File: src/pdsr_pkg.sv
`default_nettype none

package pdsr_pkg;

   parameter int ADC_BITS_DEF = 12;

   parameter int MUL_W = 17;
   parameter int ACC_W = 2 * MUL_W;
   parameter int CNT_W = $clog2(MUL_W);
   parameter int ROUND_SHIFT = 8;
   parameter int SUM_W = ACC_W - ROUND_SHIFT + 2;

   parameter int CSR_IDX_W = 3;
   parameter int CSR_DATA_W = 16;
   parameter int GAIN_W = 13;
   parameter int TARGET_W = 20;
   parameter int BAND_W = 30;
   parameter int TIME_W = 32;

   parameter logic [MUL_W-1:0] SAT_MAX = 17'h1FFFF;
   parameter logic [MUL_W-1:0] ROUND_BIAS = 17'd128;
   parameter logic signed [7:0] DRIVE_MIN = -8'sd127;
   parameter logic signed [7:0] DRIVE_MAX = 8'sd127;
   parameter logic signed [7:0] DRIVE_TARGET = -8'sd50;

   parameter logic [GAIN_W-1:0] VOLT_GAIN_RST = 13'd3789;
   parameter logic [CSR_DATA_W-1:0] VOLT_OFFSET_RST = 16'd922;
   parameter logic [GAIN_W-1:0] CURR_GAIN_RST = 13'd7398;
   parameter logic [CSR_DATA_W-1:0] CURR_OFFSET_RST = 16'd2718;
   parameter logic [CSR_DATA_W-1:0] RUN_DURATION_RST = 16'd0;

   parameter logic [CSR_IDX_W-1:0] CSR_VOLT_GAIN = 3'd0;
   parameter logic [CSR_IDX_W-1:0] CSR_VOLT_OFFSET = 3'd1;
   parameter logic [CSR_IDX_W-1:0] CSR_CURR_GAIN = 3'd2;
   parameter logic [CSR_IDX_W-1:0] CSR_CURR_OFFSET = 3'd3;
   parameter logic [CSR_IDX_W-1:0] CSR_RUN_DURATION = 3'd4;

   parameter logic [2:0] CMD_SAMPLE = 3'd0;
   parameter logic [2:0] CMD_START = 3'd1;
   parameter logic [2:0] CMD_STOP = 3'd2;
   parameter logic [2:0] CMD_TARGET = 3'd3;

   parameter logic [1:0] KIND_IDLE = 2'd0;
   parameter logic [1:0] KIND_RUN = 2'd1;
   parameter logic [1:0] KIND_FINISH = 2'd2;
   parameter logic [1:0] KIND_DRIVE = 2'd3;

   typedef enum logic [3:0] {
      ST_IDLE = 4'b0001,
      ST_MUL  = 4'b0010,
      ST_FIX  = 4'b0100,
      ST_EMIT = 4'b1000
   } state_type;

   typedef enum logic [1:0] {
      PH_VOLT = 2'd0,
      PH_CURR = 2'd1,
      PH_POWR = 2'd2
   } phase_type;

   function automatic logic [MUL_W-1:0] scale_sat(input logic [ACC_W-1:0] prod,
                                                    input logic [CSR_DATA_W-1:0] offset);
      logic signed [SUM_W-1:0] sum;
      sum = $signed({2'b00, prod[ACC_W-1:ROUND_SHIFT]})
            + $signed({{(SUM_W-CSR_DATA_W){offset[CSR_DATA_W-1]}}, offset});
      if (sum < 0) begin
         return '0;
      end else if (sum > $signed(SUM_W'(SAT_MAX))) begin
         return SAT_MAX;
      end
      return sum[MUL_W-1:0];
   endfunction

endpackage

`default_nettype wire

File: src/power_deadband_speed_regulator.sv
`default_nettype none

// Power regulator with a +-2% deadband. A sample transfer scales the voltage and
// current readings ((adc * gain + 128) >> 8 plus offset, saturated to 0..131071)
// and, while a run is active, steps the signed drive down or up by one against the
// power target. All three products go through one 17-bit shift-and-add multiplier
// that retires one multiplier bit per cycle, so a sample occupies the block from
// its transfer to its result; start, stop, set-target and other commands skip the
// multiplier and go straight to the emit state. The next item is taken in the cycle
// after the result is registered, even while that result is still stalled on the
// output; the item after it then waits in the emit state until the stalled result
// is taken.

module power_deadband_speed_regulator #(
   parameter int ADC_BITS = pdsr_pkg::ADC_BITS_DEF
) (
   input  wire                                  clock,
   input  wire                                  reset,
   input  wire                                  req_valid,
   output logic                                 req_stall,
   input  wire  [2:0]                           req_cmd,
   input  wire  [pdsr_pkg::TIME_W-1:0]          req_time_s,
   input  wire  [ADC_BITS-1:0]                  req_volt_adc,
   input  wire  [ADC_BITS-1:0]                  req_curr_adc,
   input  wire  [pdsr_pkg::TARGET_W-1:0]        req_target_mw,
   output logic                                 rsp_valid,
   input  wire                                  rsp_stall,
   output logic [1:0]                           rsp_kind,
   output logic signed [7:0]                    rsp_drive,
   output logic [pdsr_pkg::MUL_W-1:0]           rsp_voltage_mv,
   output logic [pdsr_pkg::MUL_W-1:0]           rsp_current_ma,
   output logic [pdsr_pkg::TIME_W-1:0]          rsp_elapsed_s,
   input  wire                                  csr_write,
   input  wire  [pdsr_pkg::CSR_IDX_W-1:0]       csr_index,
   input  wire  [pdsr_pkg::CSR_DATA_W-1:0]      csr_data
);

   localparam int MUL_W = pdsr_pkg::MUL_W;
   localparam int ACC_W = pdsr_pkg::ACC_W;
   localparam int CNT_W = pdsr_pkg::CNT_W;
   localparam int TIME_W = pdsr_pkg::TIME_W;
   localparam int BAND_W = pdsr_pkg::BAND_W;
   localparam int TARGET_W = pdsr_pkg::TARGET_W;
   localparam int GAIN_W = pdsr_pkg::GAIN_W;
   localparam int CSR_DATA_W = pdsr_pkg::CSR_DATA_W;
   localparam logic [CNT_W-1:0] CNT_LAST = CNT_W'(MUL_W - 1);
   localparam logic [ACC_W-1:0] ACC_ROUND = {pdsr_pkg::ROUND_BIAS, MUL_W'(0)};

   pdsr_pkg::state_type state_ff, state_in;
   pdsr_pkg::phase_type phase_ff, phase_in;
   logic [CNT_W-1:0] cnt_ff, cnt_in;
   logic [ACC_W-1:0] acc_ff, acc_in;
   logic [MUL_W-1:0] mcand_ff, mcand_in;
   logic [MUL_W-1:0] mplier_ff, mplier_in;

   logic [2:0] cmd_ff, cmd_in;
   logic [TIME_W-1:0] time_ff, time_in;
   logic [TARGET_W-1:0] target_ff, target_in;
   logic [ADC_BITS-1:0] cadc_ff, cadc_in;
   logic [MUL_W-1:0] mv_ff, mv_in;
   logic [MUL_W-1:0] ma_ff, ma_in;

   logic running_ff, running_in;
   logic signed [7:0] speed_ff, speed_in;
   logic [BAND_W-1:0] hi_ff, hi_in;
   logic [BAND_W-1:0] lo_ff, lo_in;
   logic [TIME_W-1:0] run_start_ff, run_start_in;
   logic [TIME_W-1:0] last_report_ff, last_report_in;

   logic [GAIN_W-1:0] volt_gain_ff, volt_gain_in;
   logic [CSR_DATA_W-1:0] volt_offset_ff, volt_offset_in;
   logic [GAIN_W-1:0] curr_gain_ff, curr_gain_in;
   logic [CSR_DATA_W-1:0] curr_offset_ff, curr_offset_in;
   logic [CSR_DATA_W-1:0] run_duration_ff, run_duration_in;

   logic rsp_valid_ff, rsp_valid_in;
   logic [1:0] rsp_kind_ff, rsp_kind_in;
   logic signed [7:0] rsp_drive_ff, rsp_drive_in;
   logic [MUL_W-1:0] rsp_mv_ff, rsp_mv_in;
   logic [MUL_W-1:0] rsp_ma_ff, rsp_ma_in;
   logic [TIME_W-1:0] rsp_elapsed_ff, rsp_elapsed_in;

   logic [MUL_W:0] step_sum;
   logic [MUL_W-1:0] scaled;
   logic fire;
   logic [TIME_W-1:0] elapsed;
   logic [BAND_W-1:0] tgt_ext;
   logic signed [8:0] speed_step;

   assign req_stall = (state_ff != pdsr_pkg::ST_IDLE);
   assign fire = !rsp_valid_ff || !rsp_stall;
   assign step_sum = {1'b0, acc_ff[ACC_W-1:MUL_W]}
                     + (mplier_ff[0] ? {1'b0, mcand_ff} : '0);
   assign scaled = pdsr_pkg::scale_sat(acc_ff,
                      (phase_ff == pdsr_pkg::PH_VOLT) ? volt_offset_ff : curr_offset_ff);
   assign elapsed = time_ff - run_start_ff;
   assign tgt_ext = BAND_W'(target_ff);

   always_comb begin
      state_in = state_ff;
      phase_in = phase_ff;
      cnt_in = cnt_ff;
      acc_in = acc_ff;
      mcand_in = mcand_ff;
      mplier_in = mplier_ff;
      cmd_in = cmd_ff;
      time_in = time_ff;
      target_in = target_ff;
      cadc_in = cadc_ff;
      mv_in = mv_ff;
      ma_in = ma_ff;
      running_in = running_ff;
      speed_in = speed_ff;
      hi_in = hi_ff;
      lo_in = lo_ff;
      run_start_in = run_start_ff;
      last_report_in = last_report_ff;
      volt_gain_in = volt_gain_ff;
      volt_offset_in = volt_offset_ff;
      curr_gain_in = curr_gain_ff;
      curr_offset_in = curr_offset_ff;
      run_duration_in = run_duration_ff;
      rsp_valid_in = rsp_valid_ff && rsp_stall;
      rsp_kind_in = rsp_kind_ff;
      rsp_drive_in = rsp_drive_ff;
      rsp_mv_in = rsp_mv_ff;
      rsp_ma_in = rsp_ma_ff;
      rsp_elapsed_in = rsp_elapsed_ff;
      speed_step = {speed_ff[7], speed_ff};

      if (csr_write) begin
         unique case (csr_index)
            pdsr_pkg::CSR_VOLT_GAIN:    volt_gain_in = csr_data[GAIN_W-1:0];
            pdsr_pkg::CSR_VOLT_OFFSET:  volt_offset_in = csr_data;
            pdsr_pkg::CSR_CURR_GAIN:    curr_gain_in = csr_data[GAIN_W-1:0];
            pdsr_pkg::CSR_CURR_OFFSET:  curr_offset_in = csr_data;
            pdsr_pkg::CSR_RUN_DURATION: run_duration_in = csr_data;
            default: ;
         endcase
      end

      unique case (state_ff)
         pdsr_pkg::ST_IDLE: begin
            if (req_valid) begin
               cmd_in = req_cmd;
               time_in = req_time_s;
               target_in = req_target_mw;
               cadc_in = req_curr_adc;
               mcand_in = MUL_W'(volt_gain_ff);
               mplier_in = MUL_W'(req_volt_adc);
               acc_in = ACC_ROUND;
               cnt_in = '0;
               phase_in = pdsr_pkg::PH_VOLT;
               state_in = (req_cmd == pdsr_pkg::CMD_SAMPLE) ? pdsr_pkg::ST_MUL
                                                            : pdsr_pkg::ST_EMIT;
            end
         end
         pdsr_pkg::ST_MUL: begin
            acc_in = {step_sum, acc_ff[MUL_W-1:1]};
            mplier_in = mplier_ff >> 1;
            cnt_in = cnt_ff + 1'b1;
            if (cnt_ff == CNT_LAST) begin
               state_in = pdsr_pkg::ST_FIX;
            end
         end
         pdsr_pkg::ST_FIX: begin
            cnt_in = '0;
            case (phase_ff)
               pdsr_pkg::PH_VOLT: begin
                  mv_in = scaled;
                  mcand_in = MUL_W'(curr_gain_ff);
                  mplier_in = MUL_W'(cadc_ff);
                  acc_in = ACC_ROUND;
                  phase_in = pdsr_pkg::PH_CURR;
                  state_in = pdsr_pkg::ST_MUL;
               end
               pdsr_pkg::PH_CURR: begin
                  ma_in = scaled;
                  mcand_in = mv_ff;
                  mplier_in = scaled;
                  acc_in = '0;
                  phase_in = pdsr_pkg::PH_POWR;
                  state_in = pdsr_pkg::ST_MUL;
               end
               default: begin
                  state_in = pdsr_pkg::ST_EMIT;
               end
            endcase
         end
         pdsr_pkg::ST_EMIT: begin
            if (fire) begin
               state_in = pdsr_pkg::ST_IDLE;
               rsp_mv_in = '0;
               rsp_ma_in = '0;
               rsp_elapsed_in = '0;
               rsp_kind_in = pdsr_pkg::KIND_DRIVE;
               case (cmd_ff)
                  pdsr_pkg::CMD_START: begin
                     running_in = 1'b1;
                     run_start_in = time_ff;
                  end
                  pdsr_pkg::CMD_STOP: begin
                     speed_in = pdsr_pkg::DRIVE_MIN;
                     running_in = 1'b0;
                     rsp_valid_in = 1'b1;
                     rsp_drive_in = pdsr_pkg::DRIVE_MIN;
                  end
                  pdsr_pkg::CMD_TARGET: begin
                     hi_in = (tgt_ext << 10) - (tgt_ext << 2);
                     lo_in = (tgt_ext << 10) - (tgt_ext << 5) - (tgt_ext << 3)
                             - (tgt_ext << 2);
                     speed_in = pdsr_pkg::DRIVE_TARGET;
                     run_start_in = time_ff;
                     rsp_valid_in = 1'b1;
                     rsp_drive_in = pdsr_pkg::DRIVE_TARGET;
                  end
                  pdsr_pkg::CMD_SAMPLE: begin
                     rsp_mv_in = mv_ff;
                     rsp_ma_in = ma_ff;
                     if (!running_ff) begin
                        if (time_ff != last_report_ff) begin
                           last_report_in = time_ff;
                           rsp_valid_in = 1'b1;
                           rsp_kind_in = pdsr_pkg::KIND_IDLE;
                           rsp_drive_in = speed_ff;
                        end
                     end else if (elapsed > TIME_W'(run_duration_ff)) begin
                        running_in = 1'b0;
                        rsp_valid_in = 1'b1;
                        rsp_kind_in = pdsr_pkg::KIND_FINISH;
                        rsp_drive_in = pdsr_pkg::DRIVE_MIN;
                        rsp_elapsed_in = elapsed;
                     end else begin
                        if (acc_ff > ACC_W'(hi_ff)) begin
                           speed_step = {speed_ff[7], speed_ff} - 9'sd1;
                           if (speed_step < 9'(pdsr_pkg::DRIVE_MIN)) begin
                              speed_step = 9'(pdsr_pkg::DRIVE_MIN);
                           end
                        end else if (acc_ff < ACC_W'(lo_ff)) begin
                           speed_step = {speed_ff[7], speed_ff} + 9'sd1;
                        end
                        if (speed_step > 9'(pdsr_pkg::DRIVE_MAX)) begin
                           speed_step = 9'(pdsr_pkg::DRIVE_MAX);
                        end
                        speed_in = speed_step[7:0];
                        rsp_valid_in = 1'b1;
                        rsp_kind_in = pdsr_pkg::KIND_RUN;
                        rsp_drive_in = speed_step[7:0];
                        rsp_elapsed_in = elapsed;
                     end
                  end
                  default: ;
               endcase
            end
         end
         default: begin
            state_in = pdsr_pkg::ST_IDLE;
         end
      endcase
   end

   always_ff @(posedge clock) begin
      if (reset) begin
         state_ff <= pdsr_pkg::ST_IDLE;
         running_ff <= 1'b0;
         speed_ff <= '0;
         hi_ff <= '0;
         lo_ff <= '0;
         run_start_ff <= '0;
         last_report_ff <= '0;
         volt_gain_ff <= pdsr_pkg::VOLT_GAIN_RST;
         volt_offset_ff <= pdsr_pkg::VOLT_OFFSET_RST;
         curr_gain_ff <= pdsr_pkg::CURR_GAIN_RST;
         curr_offset_ff <= pdsr_pkg::CURR_OFFSET_RST;
         run_duration_ff <= pdsr_pkg::RUN_DURATION_RST;
         rsp_valid_ff <= 1'b0;
      end else begin
         state_ff <= state_in;
         running_ff <= running_in;
         speed_ff <= speed_in;
         hi_ff <= hi_in;
         lo_ff <= lo_in;
         run_start_ff <= run_start_in;
         last_report_ff <= last_report_in;
         volt_gain_ff <= volt_gain_in;
         volt_offset_ff <= volt_offset_in;
         curr_gain_ff <= curr_gain_in;
         curr_offset_ff <= curr_offset_in;
         run_duration_ff <= run_duration_in;
         rsp_valid_ff <= rsp_valid_in;
      end
   end

   always_ff @(posedge clock) begin
      phase_ff <= phase_in;
      cnt_ff <= cnt_in;
      acc_ff <= acc_in;
      mcand_ff <= mcand_in;
      mplier_ff <= mplier_in;
      cmd_ff <= cmd_in;
      time_ff <= time_in;
      target_ff <= target_in;
      cadc_ff <= cadc_in;
      mv_ff <= mv_in;
      ma_ff <= ma_in;
      rsp_kind_ff <= rsp_kind_in;
      rsp_drive_ff <= rsp_drive_in;
      rsp_mv_ff <= rsp_mv_in;
      rsp_ma_ff <= rsp_ma_in;
      rsp_elapsed_ff <= rsp_elapsed_in;
   end

   assign rsp_valid = rsp_valid_ff;
   assign rsp_kind = rsp_kind_ff;
   assign rsp_drive = rsp_drive_ff;
   assign rsp_voltage_mv = rsp_mv_ff;
   assign rsp_current_ma = rsp_ma_ff;
   assign rsp_elapsed_s = rsp_elapsed_ff;

endmodule

`default_nettype wire

File: config.mk
export PLATFORM = sky130hd
export DESIGN_NAME = power_deadband_speed_regulator
export DESIGN_NICKNAME = d
export VERILOG_FILES = /design/src/pdsr_pkg.sv /design/src/power_deadband_speed_regulator.sv
export SDC_FILE = /design/constraint.sdc
export NUM_CORES = 1
export LEC_CHECK = 0
export ABC_AREA = 0
export BUFFER_PORTS_ARGS = -buffer_cell sky130_fd_sc_hd__buf_2
export CAP_MARGIN = 20
export CORE_UTILIZATION = 40
export DETAILED_ROUTE_END_ITERATION = 8
export GPL_ROUTABILITY_DRIVEN = 1
export PLACE_DENSITY_LB_ADDON = 0.2
export SETUP_SLACK_MARGIN = 0.4
export SLEW_MARGIN = 20
export SYNTH_ARGS = -nofsm -noshare
export SYNTH_HDL_FRONTEND = slang
export SYNTH_SLANG_ARGS = --single-unit
File: constraint.sdc
create_clock -name clock -period 9.5 [get_ports clock]
set_input_delay 1.425 -clock clock [delete_from_list [all_inputs] [get_ports clock]]
set_output_delay 1.425 -clock clock [all_outputs]
set_load 0.005 [all_outputs]
# Word level (Yosys, flattened, before mapping)
# Index checks and enable logic that the tools add are counted.
[word_totals]
regBits = 464
input_bits = 103
out_inout_bits = 78
[classes]
add_sub_neg = 10
magnitude_cmp = 7
eq_ne = 22
muxes = 54
bitwise = 1
reduce_logical = 35
[op_table]
columns = ["cell", "n"]
rows = [
  ["17-bit 2-to-1 mux", 6],
  ["17-bit case mux with 2 select lines", 3],
  ["34-bit case mux with 3 select lines", 1],
  ["9-bit 2-to-1 mux", 8],
  ["34-bit case mux with 2 select lines", 1],
  ["30-bit by 22-bit subtractor with 30-bit output", 2],
  ["17-bit case mux with 3 select lines", 1],
  ["8-bit 2-to-1 mux", 6],
  ["8-bit case mux with 3 select lines", 2],
  ["34-bit by 30-bit greater-than comparator with 1-bit output", 1],
  ["34-bit by 30-bit < comparator with 1-bit output", 1],
  ["34-bit 2-to-1 mux", 1],
  ["32-bit by 16-bit greater-than comparator with 1-bit output", 1],
  ["32-bit inequality test", 1],
  ["32-bit subtractor", 1],
  ["30-bit by 23-bit subtractor with 30-bit output", 1],
  ["30-bit by 25-bit subtractor with 30-bit output", 1],
  ["27-bit by 16-bit adder with 28-bit output", 1],
  ["28-bit by 18-bit greater-than comparator with 1-bit output (second input constant)", 1],
  ["28-bit by 1-bit < comparator with 1-bit output (second input constant)", 1],
  ["2-bit AND reduction", 11],
  ["4-bit 2-to-1 mux", 5],
  ["17-bit by 17-bit adder with 18-bit output", 1],
  ["3-bit AND reduction", 6],
  ["37 further kinds", 65],
]

# Logic depth before layout (Yosys ltp)
[logic_depth]
ltp_word = 14
ltp_mapped = 22
mapped_depth_nobuf = 20

# Worst setup path after synthesis
# Ideal clock, no wire load.
[synth_path]
path_kind = "flip-flop to flip-flop"
start = "register phase_ff[1]"
end = "register ma_ff[5] (data pin)"
setup_time_ps = 280
arrival_ps = 4505
t_required_ps = 9220
slack_ps = 4715
path_stages_with_launch = 18
n_path_buf = 3
synth_period_minus_slack_ps = 4785
cell_sequence = "edfxtp_1 > nor2_1 > clkbuf_1 > mux2_2 > ha_1 > fa_1 > a211o_1 > a21oi_1 > or4_1 > a21oi_1 > or4_1 > a21oi_1 > o21ai_0 > or4_1 > buf_2 > nor2_8 > buf_4 > a21oi_1"
[synth_between]
elab_chain_len = 7
[synth_lines]
columns = ["element", "line_no", "source"]
rows = [
  ["start: declaration", "power_deadband_speed_regulator.sv:50", "pdsr_pkg::phase_type phase_ff, phase_in;"],
  ["start signal: assignment", "power_deadband_speed_regulator.sv:295", "phase_ff <= phase_in;"],
  ["2-bit logical NOT (*)", "power_deadband_speed_regulator.sv:95", "(phase_ff == pdsr_pkg::PH_VOLT) ? volt_offset_ff : curr_offset_ff);"],
  ["16-bit 2-to-1 mux (*)", "power_deadband_speed_regulator.sv:95", ""],
  ["27-bit by 16-bit adder with 28-bit output (*)", "pdsr_pkg.sv:65", "+ $signed({{(SUM_W-CSR_DATA_W){offset[CSR_DATA_W-1]}}, offset});"],
  ["28-bit by 18-bit greater-than comparator with 1-bit output", "pdsr_pkg.sv:68", "end else if (sum > $signed(SUM_W'(SAT_MAX))) begin"],
  ["1-bit 2-to-1 mux", "pdsr_pkg.sv:68", ""],
  ["1-bit 2-to-1 mux", "pdsr_pkg.sv:66", "if (sum < 0) begin"],
  ["17-bit 2-to-1 mux (*)", "pdsr_pkg.sv:71", "return sum[MUL_W-1:0];"],
  ["via scaled[5]", "power_deadband_speed_regulator.sv:84", "logic [MUL_W-1:0] scaled;"],
  ["end signal: assignment", "power_deadband_speed_regulator.sv:305", "ma_ff <= ma_in;"],
  ["end: declaration", "power_deadband_speed_regulator.sv:61", "logic [MUL_W-1:0] ma_ff, ma_in;"],
]
# The timed path passes the listed nets; every way through them passes the cells marked *.
# A chain may end at the register's enable or synchronous reset.

# Worst setup path after layout
[layout_path]
start = "register time_ff[0]"
end = "register speed_ff[5]"
[layout_between]
elab_chain_len = 4
[layout_lines]
columns = ["element", "line_no", "source"]
rows = [
  ["start: declaration", "power_deadband_speed_regulator.sv:57", "logic [TIME_W-1:0] time_ff, time_in;"],
  ["start signal: assignment", "power_deadband_speed_regulator.sv:301", "time_ff <= time_in;"],
  ["32-bit subtractor", "power_deadband_speed_regulator.sv:96", "assign elapsed = time_ff - run_start_ff;"],
  ["via elapsed[12]", "power_deadband_speed_regulator.sv:86", "logic [TIME_W-1:0] elapsed;"],
  ["32-bit by 16-bit greater-than comparator with 1-bit output", "power_deadband_speed_regulator.sv:227", "end else if (elapsed > TIME_W'(run_duration_ff)) begin"],
  ["2-bit inequality test (no line)", "--", ""],
  ["5-bit AND reduction (no line)", "--", ""],
  ["end signal: assignment", "power_deadband_speed_regulator.sv:280", "speed_ff <= speed_in;"],
  ["end: declaration", "power_deadband_speed_regulator.sv:64", "logic signed [7:0] speed_ff, speed_in;"],
]
# The timed path passes the listed nets, and every way through them passes these cells.

==> impl_metrics.toml <==
[outcome]
status = "finished clean"

[timing]
min_period_over_period = 0.549
fmax_mhz = 192
fin_skew_ns = 0.0326
rsz0062_at_grt = "false"
worst_pin_slew_ns = 1.06
fin_hold_ws_ns = 0.448
slew_viol_final = 0
tns_ns = 0
fin_crit_ns = 5.22
maxSlewHeadroom = 0.292
hold_viol = 0
setup_viol = 0
layout_setup_ws_ns = 4.28

[synthesis]
ys_warn_count = 0
yosys_register_bits = 459
ys_top_cells_by_area = "edfxtp_1 28%, dfxtp_1 15%, ha_1 9.4%, nand2_1 5.1%, a21oi_1 5.0%"
synthCells = 2847
ys_seq_area_frac = 0.434
synth_top_area_frac = 0.281
async_flop_share = 0
synthFlopType = "edfxtp_1"
synth_edf_count = 252
yosysMostFrequentCell = "nand2_1"
synthDistinctLibCells = 87
synth_area_per_cell_sq_um = 9.47
synth_top_cell_by_area = "edfxtp_1"
syn_area_sq_um = 27000
syn-num-nets = 3186
synth_commonest_cells = "366 x nand2_1, 268 x a21oi_1, 252 x edfxtp_1"

[route]
drt-initial-drc-count = 1579
via_count = 21500
wl_per_cell_um = 19.6
drc = 0
wl_mm = 76.4
first_pass_iters = 8
final_antenna_net_count = 0
vias_per_cell = 5.52

[critical_path]
crit_path_start_kind = "flop"
cp-end-kind = "flop"
required_ns = 10.00
critPathKind = "flop to flop"
worst_ep_arrival_time_ns = 5.71
crit_fanout = 13

[finish]
drive_gt1_frac = 0.119
layout.nets = 3328
insertedDiodeCount = 0
area_growth_pct = 13.2
finalInstanceArea_sq_um = 30500
fill_cells = 6275

[clock_network]
ctsResizeCount = 0
clock-sinks = 459
path_clk_slew_ns = 0.07
cts_buffers = 53
cts_hold_buf = 0
cts_tree = "built"
cts-root-buf = "clkbuf_16"
clk_latency_ns = 0.62
clock_path_buffers = 3
post-cts-setup-buffers = 0
ctsHtreeMaxLevel = 2

[place]
dpl.hpwl_mm = 56.9
place_area_sq_um = 28700
pre_cts_slack_ns = 4.35
numPortBuffers = 180
gp_congestion = 0.934

[global_route]
grt_pass1_wl_mm = 117
grt-ovfl-total = 0
grt_pass1_vias = 20800
grt_antenna_before_repair = 2
grt_use_total = 0.219
grt_max_degree = 81

[hold_path]
hp-class = "flop to flop"

[die]
dieArea_sq_um = 68400
die_x_um = 262
fp.dieH_um = 262
num_rows = 94
start_util = 0.407
coreArea_sq_um = 66200
num_io_pins = 181

[power_and_ir_drop]
vdd_drop_max_uv = 169
p_leak_nw = 12.2
power_density_nw_per_um2 = 212

[run]
maxCapViolCount = 0
[flip-flops by register name, indices dropped and copies added (netlist names), 17 cells and up]
name	count
target_ff	20
mplier_ff	17
last_report_ff	32
rsp_elapsed_s	32
run_start_ff	32
rsp_current_ma	17
hi_ff	27
lo_ff	28
mcand_ff	17
mv_ff	17
time_ff	32
rsp_voltage_mv	17
ma_ff	17
acc_ff	34
[critical path: stages, from the launching register on]
cell,delay [ns]
edfxtp_1,0.42
inv_1,0.11
ha_1,0.17
inv_1,0.05
fa_1,0.41
a21o_1,0.20
a221oi_2,0.39
and3_1,0.28
nor2_1,0.06
a21oi_1,0.18
xnor2_1,0.12
ha_1,0.19
a21o_1,0.17
a21o_1,0.17
a21oi_1,0.15
o211ai_1,0.13
a21oi_1,0.34
nand4bb_4,0.17
a2111oi_4,0.74
a31oi_2,0.33
a211o_1,0.32
[metrics by stage]
step / std cells / utilization / total power, mW
after floorplan: 2847 / - / 3.84
after global placement: 3797 / 0.433 / 4.38
after detailed placement: 3797 / 0.433 / 4.41
after CTS: 3896 / 0.461 / 6.52
after global routing: 3897 / 0.461 / 6.83
final: 3897 / 0.461 / 6.49
[kinds of logic (layout without fill, tap and decap cells)]
family,Yosys count,in the layout,share of synthesized area
muxes,65,65,0.0249
xor gates and xnor gates,121,121,0.0393
and+or+nand+nor,1015,1015,0.184
adders and majority gates,236,236,0.119
buffers and inverters,293,479,0.0413
DFF,459,459,0.434
AOI/OAI and AO/OA,658,658,0.157
[placed cells by master (no fill, tap or decap), types with 29 or more instances in the layout]
cell type,synthesis,layout
nand2_1,366,364
a21oi_1,268,268
edfxtp_1,252,252
dfxtp_1,207,207
ha_1,202,202
buf_2,9,179
inv_1,179,178
nor2_1,176,171
o21ai_0,97,97
nand3_1,93,93
and2_1,86,85
xor2_1,68,68
a21o_1,61,61
clkbuf_16,0,55
xnor2_1,53,53
and3_1,53,53
mux2i_1,49,49
nor3_1,45,43
nand2b_1,36,36
fa_1,34,34
or3_1,31,31
nand4_1,29,29
[layer usage]
layer / vias to the layer above / global-route usage / wire length (um)
li1: 10500 / - / -
met3: 100 / 0.0294 / 3780
met2: 542 / 0.352 / 35100
met5: - / 0 / 23
met1: 10400 / 0.304 / 35300
met4: 4 / 0.0725 / 2160
[path summary, 6_finish.rpt]
path,startpoint,cells past startpoint,endpoint,slack (ns)
setup / recovery,time_ff[0],20,speed_ff[5],4.28
hold / removal,lo_ff[19],2,lo_ff[19],0.45
setup reg to reg,time_ff[0],20,speed_ff[5],4.28
hold reg to reg,lo_ff[19],2,lo_ff[19],0.45
[area by class of cell]
| type | instances | area (sq um) | share of cell area |
|---|---|---|---|
| flip-flops and latches | 459 | 11700 | 0.384 |
| clock buffers | 75 | 1530 | 0.0502 |
| repair buffers | 201 | 1080 | 0.0354 |
| multi-input cells | 2095 | 14200 | 0.465 |
| well taps | 864 | 1080 | 0.0354 |
| inverters | 179 | 673 | 0.0220 |
| clock inverters | 24 | 262 | 0.00857 |
[report_power, final]
| part | switching [mW] | internal, mW | total [mW] | leakage, nW |
|---|---|---|---|---|
| Sequential | 0.143 | 2.26 | 2.41 | 4.01 |
| Clock | 0.874 | 1.22 | 2.09 | 0.873 |
| Combinational | 1.21 | 0.779 | 1.99 | 7.30 |
No activity file was read; power rests on OpenSTA's default activity.
